### src/sv/fsync_pkg.sv
`timescale 1ns / 1ps

package fsync_pkg;

	// Field widths fixed by the stream format and the register map.
	localparam int SAMPLE_W   = 16;
	localparam int DIST_W     = 7;
	localparam int SLEN_W     = 7;
	localparam int HITS_W     = 8;
	localparam int FLEN_W     = 16;
	localparam int SINCE_W    = 17;
	localparam int PHASE_W    = 2;
	localparam int SYNC_W     = 64;

	// Saturation limits of the hit counters and of the sample distance counter.
	localparam logic [HITS_W-1:0]  HITS_MAX  = 8'hFF;
	localparam logic [SINCE_W-1:0] SINCE_MAX = 17'h1FFFF;

	// Decoupling queue between the correlator and the lock tracker.
	localparam int QUEUE_DEPTH = 8;
	localparam int QPTR_W      = 3;
	localparam int QCNT_W      = 4;

	// Configuration register indexes.
	typedef enum logic [2:0] {
		REG_MARKER         = 3'd0,
		REG_SYNC_LENGTH    = 3'd1,
		REG_SEARCH_TO_LOCK = 3'd2,
		REG_LOCK_TO_SEARCH = 3'd3,
		REG_SLIP_BITS      = 3'd4,
		REG_FRAME_LENGTH   = 3'd5
	} reg_index_t;

	// Phase codes of the four marker forms.
	typedef enum logic [1:0] {
		PHASE_0   = 2'd0,
		PHASE_90  = 2'd1,
		PHASE_180 = 2'd2,
		PHASE_270 = 2'd3
	} phase_t;

	// One classified sample as handed from the correlator to the lock tracker.
	typedef struct packed {
		logic [SAMPLE_W-1:0] sample;
		logic [DIST_W-1:0]   best;
		logic [PHASE_W-1:0]  phase;
	} fsync_entry_t;

endpackage

### src/sv/frame_sync_with_phase_ambiguity.sv
`timescale 1ns / 1ps

// Path: each sample passes the correlator stages and the queue into the output register.
// Throughput: one sample per clock; the correlator pipe and the lock tracker both run at that rate.
// An eight-entry queue decouples them, so input is held off only when the output is stalled.
// Reset: asynchronous, active low; config registers reset to defaults, window and lock state clear.
// No clearing pass follows reset; the first sample can be accepted on the next edge.

module frame_sync_with_phase_ambiguity #(
	parameter int WINDOW_BITS = 64
) (
	input  logic        clk,
	input  logic        arst_n,
	// Configuration write port.
	input  logic        cfg_we,
	input  logic [2:0]  cfg_index,
	input  logic [63:0] cfg_data,
	// Sample input stream.
	input  logic        s_axis_tvalid,
	output logic        s_axis_tready,
	input  logic [15:0] s_axis_tdata,   // [15:0] soft_sample
	// Sample output stream.
	output logic        m_axis_tvalid,
	input  logic        m_axis_tready,
	output logic [15:0] m_axis_tdata,   // [15:0] sample_out
	output logic [3:0]  m_axis_tuser    // [0] tag_valid, [2:1] tag_phase, [3] locked
);

	logic [fsync_pkg::SYNC_W-1:0]       marker_q;
	logic [fsync_pkg::SLEN_W-1:0]       sync_length_q;
	logic [fsync_pkg::HITS_W-1:0]       search_to_lock_q;
	logic [fsync_pkg::HITS_W-1:0]       lock_to_search_q;
	logic [fsync_pkg::SLEN_W-1:0]       slip_bits_q;
	logic [fsync_pkg::FLEN_W-1:0]       frame_length_q;

	logic                               push;
	fsync_pkg::fsync_entry_t            push_entry;
	logic                               pop;
	logic                               head_valid;
	fsync_pkg::fsync_entry_t            head;
	logic [fsync_pkg::QCNT_W-1:0]       q_level;
	logic                               tag_valid;
	logic [fsync_pkg::PHASE_W-1:0]      tag_phase;
	logic                               locked;

	// Configuration registers.
	always_ff @(posedge clk or negedge arst_n) begin
		if (!arst_n) begin
			marker_q         <= '0;
			sync_length_q    <= 7'd32;
			search_to_lock_q <= 8'd2;
			lock_to_search_q <= 8'd2;
			slip_bits_q      <= '0;
			frame_length_q   <= 16'd8192;
		end else if (cfg_we) begin
			case (cfg_index)
				fsync_pkg::REG_MARKER:
					marker_q         <= cfg_data;
				fsync_pkg::REG_SYNC_LENGTH:
					sync_length_q    <= cfg_data[fsync_pkg::SLEN_W-1:0];
				fsync_pkg::REG_SEARCH_TO_LOCK:
					search_to_lock_q <= cfg_data[fsync_pkg::HITS_W-1:0];
				fsync_pkg::REG_LOCK_TO_SEARCH:
					lock_to_search_q <= cfg_data[fsync_pkg::HITS_W-1:0];
				fsync_pkg::REG_SLIP_BITS:
					slip_bits_q      <= cfg_data[fsync_pkg::SLEN_W-1:0];
				fsync_pkg::REG_FRAME_LENGTH:
					frame_length_q   <= cfg_data[fsync_pkg::FLEN_W-1:0];
				default:
					marker_q         <= marker_q;
			endcase
		end
	end

	// Correlator: window, distance pipe and phase selection.
	fsync_front #(
		.WINDOW_BITS(WINDOW_BITS)
	) u_front (
		.clk         (clk),
		.arst_n      (arst_n),
		.marker_bits (marker_q),
		.sync_length (sync_length_q),
		.in_valid    (s_axis_tvalid),
		.in_ready    (s_axis_tready),
		.in_sample   (s_axis_tdata),
		.q_level     (q_level),
		.push        (push),
		.push_entry  (push_entry)
	);

	// Queue between correlator and lock tracker.
	fsync_queue u_queue (
		.clk        (clk),
		.arst_n     (arst_n),
		.push       (push),
		.push_entry (push_entry),
		.pop        (pop),
		.head_valid (head_valid),
		.head       (head),
		.level      (q_level)
	);

	// Lock tracker and output register.
	fsync_back u_back (
		.clk            (clk),
		.arst_n         (arst_n),
		.search_to_lock (search_to_lock_q),
		.lock_to_search (lock_to_search_q),
		.slip_bits      (slip_bits_q),
		.frame_length   (frame_length_q),
		.head_valid     (head_valid),
		.head           (head),
		.pop            (pop),
		.out_valid      (m_axis_tvalid),
		.out_ready      (m_axis_tready),
		.sample_out     (m_axis_tdata),
		.tag_valid      (tag_valid),
		.tag_phase      (tag_phase),
		.locked         (locked)
	);

	assign m_axis_tuser = {locked, tag_phase, tag_valid};

endmodule

### src/sv/fsync_front.sv
`timescale 1ns / 1ps

module fsync_front #(
	parameter int WINDOW_BITS = 64
) (
	input  logic                                  clk,
	input  logic                                  arst_n,
	input  logic [fsync_pkg::SYNC_W-1:0]          marker_bits,
	input  logic [fsync_pkg::SLEN_W-1:0]          sync_length,
	input  logic                                  in_valid,
	output logic                                  in_ready,
	input  logic [fsync_pkg::SAMPLE_W-1:0]        in_sample,
	input  logic [fsync_pkg::QCNT_W-1:0]          q_level,
	output logic                                  push,
	output fsync_pkg::fsync_entry_t               push_entry
);

	localparam int NCHUNK = (WINDOW_BITS + 7) / 8;
	localparam int PAD_W  = NCHUNK * 8;
	localparam int DW     = $clog2(WINDOW_BITS + 1);
	localparam int CW     = 4;
	localparam int LVL_W  = fsync_pkg::QCNT_W + 1;

	logic                                 accept;
	logic [WINDOW_BITS-1:0]               window_q;

	logic                                 v1_q;
	logic [fsync_pkg::SAMPLE_W-1:0]       sample_s1;
	logic [WINDOW_BITS-1:0]               win_s1;

	logic                                 v2_q;
	logic [fsync_pkg::SAMPLE_W-1:0]       sample_s2;
	logic [3:0][NCHUNK-1:0][CW-1:0]       cnt_s2;

	logic                                 v3_q;
	logic [fsync_pkg::SAMPLE_W-1:0]       sample_s3;
	logic [3:0][DW-1:0]                   dist_s3;

	logic [fsync_pkg::SLEN_W-1:0]         len;
	logic [WINDOW_BITS-1:0]               mask;
	logic [3:0][WINDOW_BITS-1:0]          code;
	logic [3:0][NCHUNK-1:0][CW-1:0]       cnt_c;
	logic [3:0][DW-1:0]                   dist_c;
	logic [DW-1:0]                        best_c;
	logic [1:0]                           phase_c;
	logic [LVL_W-1:0]                     occupancy;

	// Admission: queue entries plus items still in the pipe must leave room.
	assign occupancy = LVL_W'(q_level) + LVL_W'(v1_q) + LVL_W'(v2_q) + LVL_W'(v3_q);
	assign in_ready  = occupancy < LVL_W'(fsync_pkg::QUEUE_DEPTH);
	assign accept    = in_valid && in_ready;

	// Hard decision window; the correlator sees it before the new bit enters.
	always_ff @(posedge clk or negedge arst_n) begin
		if (!arst_n) begin
			window_q <= '0;
		end else if (accept) begin
			window_q <= {window_q[WINDOW_BITS-2:0], ~in_sample[fsync_pkg::SAMPLE_W-1]};
		end
	end

	// Valid bits of the correlator pipeline.
	always_ff @(posedge clk or negedge arst_n) begin
		if (!arst_n) begin
			v1_q <= 1'b0;
			v2_q <= 1'b0;
			v3_q <= 1'b0;
		end else begin
			v1_q <= accept;
			v2_q <= v1_q;
			v3_q <= v2_q;
		end
	end

	// Stage 1 captures the sample and the window that precedes it.
	always_ff @(posedge clk) begin
		if (accept) begin
			sample_s1 <= in_sample;
			win_s1    <= window_q;
		end
	end

	// Pattern mask and the four phase forms of the sync word.
	always_comb begin
		logic [WINDOW_BITS-1:0] sw;
		logic [WINDOW_BITS-1:0] sw_lo;
		logic [WINDOW_BITS-1:0] sw_hi;
		logic                   take_low;
		logic                   src;
		sw    = marker_bits[WINDOW_BITS-1:0];
		sw_lo = {sw[WINDOW_BITS-2:0], sw[0]};
		sw_hi = {1'b0, sw[WINDOW_BITS-1:1]};
		len   = (sync_length > fsync_pkg::SLEN_W'(WINDOW_BITS)) ?
			fsync_pkg::SLEN_W'(WINDOW_BITS) : sync_length;
		code[fsync_pkg::PHASE_0]   = sw;
		code[fsync_pkg::PHASE_180] = ~sw;
		code[fsync_pkg::PHASE_90]  = '0;
		code[fsync_pkg::PHASE_270] = '0;
		mask                       = '0;
		for (int p = 0; p < WINDOW_BITS; p++) begin
			mask[p] = fsync_pkg::SLEN_W'(p) < len;
			// The partner of a pattern bit sits one position below or above,
			// depending on the parity of the position and of the length.
			// The lowest bit of an odd pattern has no partner and keeps its own.
			take_low = ((p % 2) == 1) ^ len[0];
			if (take_low) begin
				src = sw_lo[p];
				code[fsync_pkg::PHASE_90][p]  = ~src;
				code[fsync_pkg::PHASE_270][p] = src;
			end else begin
				src = sw_hi[p];
				code[fsync_pkg::PHASE_90][p]  = src;
				code[fsync_pkg::PHASE_270][p] = ~src;
			end
		end
	end

	// Per-byte mismatch counts for each phase form.
	always_comb begin
		logic [PAD_W-1:0] diff;
		for (int k = 0; k < 4; k++) begin
			diff = PAD_W'((win_s1 ^ code[k]) & mask);
			for (int c = 0; c < NCHUNK; c++) begin
				cnt_c[k][c] = '0;
				for (int b = 0; b < 8; b++) begin
					cnt_c[k][c] = cnt_c[k][c] + CW'(diff[c*8+b]);
				end
			end
		end
	end

	always_ff @(posedge clk) begin
		if (v1_q) begin
			sample_s2 <= sample_s1;
			cnt_s2    <= cnt_c;
		end
	end

	// Stage 3 sums the byte counts into full Hamming distances.
	always_comb begin
		for (int k = 0; k < 4; k++) begin
			dist_c[k] = '0;
			for (int c = 0; c < NCHUNK; c++) begin
				dist_c[k] = dist_c[k] + DW'(cnt_s2[k][c]);
			end
		end
	end

	always_ff @(posedge clk) begin
		if (v2_q) begin
			sample_s3 <= sample_s2;
			dist_s3   <= dist_c;
		end
	end

	// Minimum distance; on a tie the lower phase wins.
	always_comb begin
		best_c  = dist_s3[fsync_pkg::PHASE_0];
		phase_c = fsync_pkg::PHASE_0;
		for (int k = 1; k < 4; k++) begin
			if (dist_s3[k] < best_c) begin
				best_c  = dist_s3[k];
				phase_c = 2'(k);
			end
		end
	end

	assign push              = v3_q;
	assign push_entry.sample = sample_s3;
	assign push_entry.best   = fsync_pkg::DIST_W'(best_c);
	assign push_entry.phase  = phase_c;

endmodule

### src/sv/fsync_queue.sv
`timescale 1ns / 1ps

module fsync_queue (
	input  logic                               clk,
	input  logic                               arst_n,
	input  logic                               push,
	input  fsync_pkg::fsync_entry_t            push_entry,
	input  logic                               pop,
	output logic                               head_valid,
	output fsync_pkg::fsync_entry_t            head,
	output logic [fsync_pkg::QCNT_W-1:0]       level
);

	fsync_pkg::fsync_entry_t               store_q [fsync_pkg::QUEUE_DEPTH];
	logic [fsync_pkg::QPTR_W-1:0]          wr_q;
	logic [fsync_pkg::QPTR_W-1:0]          rd_q;
	logic [fsync_pkg::QCNT_W-1:0]          level_q;

	// Entry storage; the writer never overruns thanks to admission control.
	always_ff @(posedge clk) begin
		if (push) begin
			store_q[wr_q] <= push_entry;
		end
	end

	// Pointers and fill level.
	always_ff @(posedge clk or negedge arst_n) begin
		if (!arst_n) begin
			wr_q    <= '0;
			rd_q    <= '0;
			level_q <= '0;
		end else begin
			if (push) begin
				wr_q <= wr_q + 1'b1;
			end
			if (pop) begin
				rd_q <= rd_q + 1'b1;
			end
			case ({push, pop})
				2'b10:   level_q <= level_q + 1'b1;
				2'b01:   level_q <= level_q - 1'b1;
				default: level_q <= level_q;
			endcase
		end
	end

	assign head_valid = level_q != '0;
	assign head       = store_q[rd_q];
	assign level      = level_q;

	a_no_overflow: assert property (@(posedge clk) disable iff (!arst_n)
		(push && !pop) |-> (level_q < fsync_pkg::QCNT_W'(fsync_pkg::QUEUE_DEPTH)))
		else $error("queue written while full");

	a_no_underflow: assert property (@(posedge clk) disable iff (!arst_n)
		pop |-> (level_q != '0))
		else $error("queue read while empty");

	a_level_track: assert property (@(posedge clk) disable iff (!arst_n)
		(push && !pop) |=> (level_q == $past(level_q) + 1'b1))
		else $error("queue level did not follow a lone write");

endmodule

### src/sv/fsync_back.sv
`timescale 1ns / 1ps

module fsync_back (
	input  logic                                clk,
	input  logic                                arst_n,
	input  logic [fsync_pkg::HITS_W-1:0]        search_to_lock,
	input  logic [fsync_pkg::HITS_W-1:0]        lock_to_search,
	input  logic [fsync_pkg::SLEN_W-1:0]        slip_bits,
	input  logic [fsync_pkg::FLEN_W-1:0]        frame_length,
	input  logic                                head_valid,
	input  fsync_pkg::fsync_entry_t             head,
	output logic                                pop,
	output logic                                out_valid,
	input  logic                                out_ready,
	output logic [fsync_pkg::SAMPLE_W-1:0]      sample_out,
	output logic                                tag_valid,
	output logic [fsync_pkg::PHASE_W-1:0]       tag_phase,
	output logic                                locked
);

	logic                                lock_q;
	logic [fsync_pkg::PHASE_W-1:0]       phase_q;
	logic [fsync_pkg::HITS_W-1:0]        good_q;
	logic [fsync_pkg::HITS_W-1:0]        bad_q;
	logic [fsync_pkg::SINCE_W-1:0]       since_q;
	logic [fsync_pkg::FLEN_W-1:0]        fphase_q;

	logic                                out_valid_q;
	logic [fsync_pkg::SAMPLE_W-1:0]      sample_q;
	logic                                tag_q;
	logic [fsync_pkg::PHASE_W-1:0]       tphase_q;
	logic                                locked_q;

	logic [fsync_pkg::FLEN_W-1:0]        flen;
	logic [fsync_pkg::SLEN_W-1:0]        threshold;
	logic                                hit;
	logic                                spaced;
	logic                                lock_n;
	logic [fsync_pkg::PHASE_W-1:0]       phase_n;
	logic [fsync_pkg::HITS_W-1:0]        good_n;
	logic [fsync_pkg::HITS_W-1:0]        bad_n;
	logic [fsync_pkg::SINCE_W-1:0]       since_n;
	logic [fsync_pkg::FLEN_W-1:0]        fphase_n;
	logic [fsync_pkg::SINCE_W-1:0]       fphase_inc;
	logic                                tag_n;

	// Take the next entry whenever the output register is free or draining.
	assign pop = head_valid && (!out_valid_q || out_ready);

	// Hit decision and spacing test against the previous hit.
	assign flen      = (frame_length == '0) ? fsync_pkg::FLEN_W'(1) : frame_length;
	assign threshold = lock_q ? slip_bits : '0;
	assign hit       = head.best <= threshold;
	assign spaced    = (since_q >= {1'b0, flen}) && (since_q < {flen, 1'b0});
	assign fphase_inc = {1'b0, fphase_q} + 1'b1;

	// Next lock tracking state for the entry at the head.
	always_comb begin
		logic lock_a;
		phase_n  = phase_q;
		good_n   = good_q;
		bad_n    = bad_q;
		lock_n   = lock_q;
		lock_a   = lock_q;
		if (hit) begin
			phase_n = head.phase;
			if (spaced) begin
				good_n = (good_q == fsync_pkg::HITS_MAX) ? good_q : good_q + 1'b1;
				bad_n  = '0;
			end else begin
				good_n = '0;
				bad_n  = (bad_q == fsync_pkg::HITS_MAX) ? bad_q : bad_q + 1'b1;
			end
			// Entering lock is tested first, then leaving it.
			lock_a = lock_q || (good_n >= search_to_lock);
			lock_n = lock_a && !(bad_n >= lock_to_search);
		end
		tag_n = lock_n && (hit || (fphase_q == '0));
		if (hit) begin
			since_n  = fsync_pkg::SINCE_W'(1);
			fphase_n = (flen == fsync_pkg::FLEN_W'(1)) ? '0 : fsync_pkg::FLEN_W'(1);
		end else begin
			since_n  = (since_q == fsync_pkg::SINCE_MAX) ? since_q : since_q + 1'b1;
			fphase_n = (fphase_inc >= {1'b0, flen}) ? '0 : fphase_inc[fsync_pkg::FLEN_W-1:0];
		end
	end

	// Lock tracking state.
	always_ff @(posedge clk or negedge arst_n) begin
		if (!arst_n) begin
			lock_q   <= 1'b0;
			phase_q  <= '0;
			good_q   <= '0;
			bad_q    <= '0;
			since_q  <= '0;
			fphase_q <= '0;
		end else if (pop) begin
			lock_q   <= lock_n;
			phase_q  <= phase_n;
			good_q   <= good_n;
			bad_q    <= bad_n;
			since_q  <= since_n;
			fphase_q <= fphase_n;
		end
	end

	// Output register valid flag.
	always_ff @(posedge clk or negedge arst_n) begin
		if (!arst_n) begin
			out_valid_q <= 1'b0;
		end else if (pop) begin
			out_valid_q <= 1'b1;
		end else if (out_ready) begin
			out_valid_q <= 1'b0;
		end
	end

	// Output register payload.
	always_ff @(posedge clk) begin
		if (pop) begin
			sample_q <= head.sample;
			tag_q    <= tag_n;
			tphase_q <= tag_n ? phase_n : '0;
			locked_q <= lock_n;
		end
	end

	assign out_valid  = out_valid_q;
	assign sample_out = sample_q;
	assign tag_valid  = tag_q;
	assign tag_phase  = tphase_q;
	assign locked     = locked_q;

	a_tag_needs_lock: assert property (@(posedge clk) disable iff (!arst_n)
		(out_valid_q && tag_q) |-> locked_q)
		else $error("tag issued while not locked");

	a_phase_only_on_tag: assert property (@(posedge clk) disable iff (!arst_n)
		(out_valid_q && !tag_q) |-> (tphase_q == '0))
		else $error("tag phase set without a tag");

	a_pop_fills_output: assert property (@(posedge clk) disable iff (!arst_n)
		pop |=> (out_valid_q && (locked_q == lock_q)))
		else $error("popped entry did not reach the output register");

endmodule
### config.mk
export PLATFORM = sky130hd
export DESIGN_NAME = frame_sync_with_phase_ambiguity
export DESIGN_NICKNAME = d
export VERILOG_FILES = /design/src/sv/fsync_pkg.sv /design/src/sv/frame_sync_with_phase_ambiguity.sv /design/src/sv/fsync_front.sv /design/src/sv/fsync_queue.sv /design/src/sv/fsync_back.sv
export SDC_FILE = /design/constraint.sdc
export NUM_CORES = 2
export LEC_CHECK = 0
export ABC_CLOCK_PERIOD_IN_PS = 9450
export BUFFER_PORTS_ARGS = -buffer_cell sky130_fd_sc_hd__buf_2
export CAP_MARGIN = 20
export CORE_MARGIN = 5
export CORE_UTILIZATION = 25
export CTS_CLUSTER_DIAMETER = 50
export DETAILED_ROUTE_END_ITERATION = 10
export GPL_ROUTABILITY_DRIVEN = 0
export PLACE_DENSITY_LB_ADDON = 0.1
export SYNTH_ARGS = -nofsm -noshare
export SYNTH_HDL_FRONTEND = slang
export SYNTH_SLANG_ARGS = --single-unit
### constraint.sdc
create_clock -name clk -period 9.45 [get_ports clk]
set_clock_uncertainty 0.15 [all_clocks]
set_input_delay 1.4175 -clock clk [delete_from_list [all_inputs] [get_ports clk]]
set_output_delay 1.4175 -clock clk [all_outputs]
set_load 0.1 [all_outputs]
==> results.ini <==
[timing]
tightest_slew_ns = 0.994
hold_ws_ns = 0.268
finalSetupTns_ns = 0
fin_crit_sh_pct = 62.0
slew_viol_final = 0
finalSetupViolations = 0
hold_viol = 0
fmax_mhz = 171
post-route-min-period_ns = 5.86
slew_headroom_pct = 33.7
rsz0062_at_grt = false
setup_slack_ns = 3.59

[clock_tree]
clk_pin_slew_ns = 0.05
cts_made_buffers = 117
holdBufCountCts = 0
cts.htree.levels = 3
cts_tree = built
post_cts_buffers = 0
cts.path.max_buffers = 3
insertion_delay_ns = 0.74
cts.sinks = 728
cts_root_buffer = clkbuf_16
postCtsResizedCells = 0

[setup_path]
cp_max_fo = 9
r2r-start = u_front.dist_s3[12]
cpMostUsedCell = a21oi_1
reg2reg_setup_slack_ns = 3.59
worst_ep_arrival_time_ns = 6.14
reg2regPathDepth = 19
critPathKind = register to register
crit_family = compound AO/OA/AOI/OAI gates
cp_num_buf_inv = 0
path_cells = ha_1, a21oi_1, nand2_1, a211o_1, nand2_1, a21oi_1, ha_1, a21oi_1, o21ai_0, o21bai_1, o31a_1, mux2_2, ha_1, a21o_1, a21o_1, a21oi_1, nand3_1, o21ai_2, mux2i_1
critPathLaunchType = register
worstReg2RegEnd = u_queue.store_q[6][6]
cp_slowest_cell = mux2i_1
cpPeakStageDelay_ns = 0.60
crit_path_end_kind = register
crit_cells = 19
cp.required_ns = 9.73

[route]
wirelength_um = 108000
ant_nets = 0
drc = 0
wl_per_cell_um = 19.1
drt_iter0_drc = 875
dr.pass1.iters = 4
via_per_inst = 4.17
vias = 23700

[die]
io_pins = 110
fp.coreArea_um2 = 163000
die_y_um = 415
die_area_um2 = 172000
initial_core_util_pct = 25.2
die_w_um = 415
core.rowCount = 148

[yosys]
seq_area_frac_synth_pct = 50.4
synth_area_um2 = 41000
synth_area_leader_cell = edfxtp_1
synth.area.top_cells = edfxtp_1, dfrtp_1, fa_1
syn_inst = 3209
ys_types = 76
syn_avg_cell_area_um2 = 12.8
synth-edff-count = 488
synth_top_cell_area_share_pct = 35.8
synthFlopType = edfxtp_1
async_flop_share_pct = 33.0
synthesis.nets = 3759
ys_seq_elements = 728
synth_warnings = 0

[global_routing]
grt_pass1_wl_um = 165000
antenna_found_initial = 7
grt_pass1_vias = 25800
grtUsageMet2_pct = 21.2
grt.busiest_layer = met2
use_met1_pct = 16.8
met3_usage_pct = 2.24
grt-ovfl-total = 0
grtUsageTotal_pct = 12.6
grt_max_degree = 128

[worst_hold_path]
hold_path_class = register to register
holdPathEnd = u_front.sample_s3[11]
hold_depth = 0
hold_path.startpoint = u_front.sample_s2[11]

[finish]
regArea_um2 = 20700
layout.cells.non_filler = 5671
final_nets = 3942
areaGrowthSynthToFinish_pct = 18.0
drive_gt1_share_pct = 18.6
multiInputGateArea_um2 = 18500
final.fill_count = 16600

[placed_design]
dp_hpwl_um = 79400
pre_cts_slack_ns = 3.55
placedCellCount = 5448
io_buffers = 109

[status]
outcome = completed

[flow_run]
max_cap_viol_count = 0

[cell families after synthesis]
logic type      Yosys count  synth area share [%]
flops                   728                  50.4
simple gates            660                  7.99
buf+inv                 495                  4.64
fa+ha+maj               462                  17.9
compound gates          382                  5.81
mux                     261                  8.51
xor+xnor                221                  4.72
[worst register-to-register path, cell delays in order, from the launching register on]
cell and delay, ns:
edfxtp_1 0.39, ha_1 0.32, a21oi_1 0.15, nand2_1 0.12
a211o_1 0.32, nand2_1 0.24, a21oi_1 0.17, ha_1 0.32
a21oi_1 0.06, o21ai_0 0.24, o21bai_1 0.23, o31a_1 0.44
mux2_2 0.40, ha_1 0.29, a21o_1 0.18, a21o_1 0.17
a21oi_1 0.19, nand3_1 0.11, o21ai_2 0.47, mux2i_1 0.60
[worst max path at each step]
stage / start / end / slack [ns]
after floorplan: u_front.v1_q / u_front.window_q[56] / 1.35
after global placement: u_front.dist_s3[12] / u_queue.store_q[4][6] / 3.59
after detailed placement: u_front.dist_s3[9] / u_queue.store_q[5][6] / 3.55
after CTS: u_front.dist_s3[9] / u_queue.store_q[5][6] / 3.50
after global routing: u_front.dist_s3[12] / u_queue.store_q[2][3] / 3.11
final: u_front.dist_s3[12] / u_queue.store_q[6][6] / 3.59
[flip-flops by register name (all words and copies together), names as in the netlist, 4 cells and up]
register	count
frame_length_q	16
lock_to_search_q	8
marker_q	64
search_to_lock_q	8
slip_bits_q	7
sync_length_q	7
u_back.bad_q	8
u_back.fphase_q	16
u_back.good_q	8
u_back.sample_out	16
u_back.since_q	17
u_front.cnt_s2	128
u_front.dist_s3	28
u_front.sample_s1	16
u_front.sample_s2	16
u_front.sample_s3	16
u_front.win_s1	64
u_front.window_q	64
u_queue.level	4
u_queue.store_q	200
[layer usage]
layer,wire [um],vias to the layer above
met5,0,-
met4,2800,0
met3,3220,159
met2,51700,297
met1,50500,11700
li1,-,11500
[layout make-up]
class	count	area share (%)
clock inverter	73	1.72
sequential	728	42.8
antenna	1	0.00518
multi-input combinational	1986	38.2
tap	2175	5.63
timing repair buffer	151	1.85
inverter	408	3.17
clock buffer	149	6.67
[cells in the mapped netlist (5+ instances only)]
cell type,number
inv_1,408
a21o_1,47
a32o_1,12
a31oi_1,14
xor2_1,92
nand4_1,20
mux4_2,50
nor2_1,134
nand3_1,27
buf_2,14
nor4_1,7
buf_1,13
o31ai_1,7
or2_2,16
clkbuf_1,55
o21ai_0,89
mux2_2,198
a21boi_0,7
o21bai_1,10
nor3_1,21
or3_1,5
and2_1,10
o21a_1,9
xnor2_1,129
nand2_1,212
o22ai_1,6
o211ai_1,6
nor2b_1,105
fa_1,206
mux2i_1,13
ha_1,256
a21oi_1,133
nand2b_1,56
dfrtp_1,236
and3_1,23
edfxtp_1,488
[metrics by stage]
stage | instance area, um^2 | utilization, %
floorplan | 41000 | -
global placement | 44200 | 27.2
detailed placement | 44300 | 27.2
CTS | 48300 | 29.7
global route | 48300 | 29.7
finish | 48300 | 29.7
[placed cells by master (no fill, tap or decap), types with 9 or more instances in the layout]
master	count
clkbuf_16	121
buf_4	38
a32o_1	12
o21bai_1	10
o21ai_0	89
o21a_1	9
nor3_1	19
clkinv_2	12
clkbuf_8	9
nand3_1	27
a21o_1	47
clkinv_4	12
inv_1	408
edfxtp_1	488
bufinv_16	10
nand4_1	20
ha_1	256
fa_1	206
nor2b_1	105
dfrtp_1	232
buf_2	109
mux2i_1	13
xnor2_1	129
a21oi_1	133
nand2_1	211
xor2_1	92
or2_2	16
nor2_1	128
clkbuf_1	19
and2_1	9
inv_6	15
a31oi_1	14
and3_1	23
mux2_2	198
mux4_2	50
nand2b_1	56
Power is left out: the tool's default activity adds up to more than one toggle a clock period on the data nets, which glitch-free logic cannot reach.
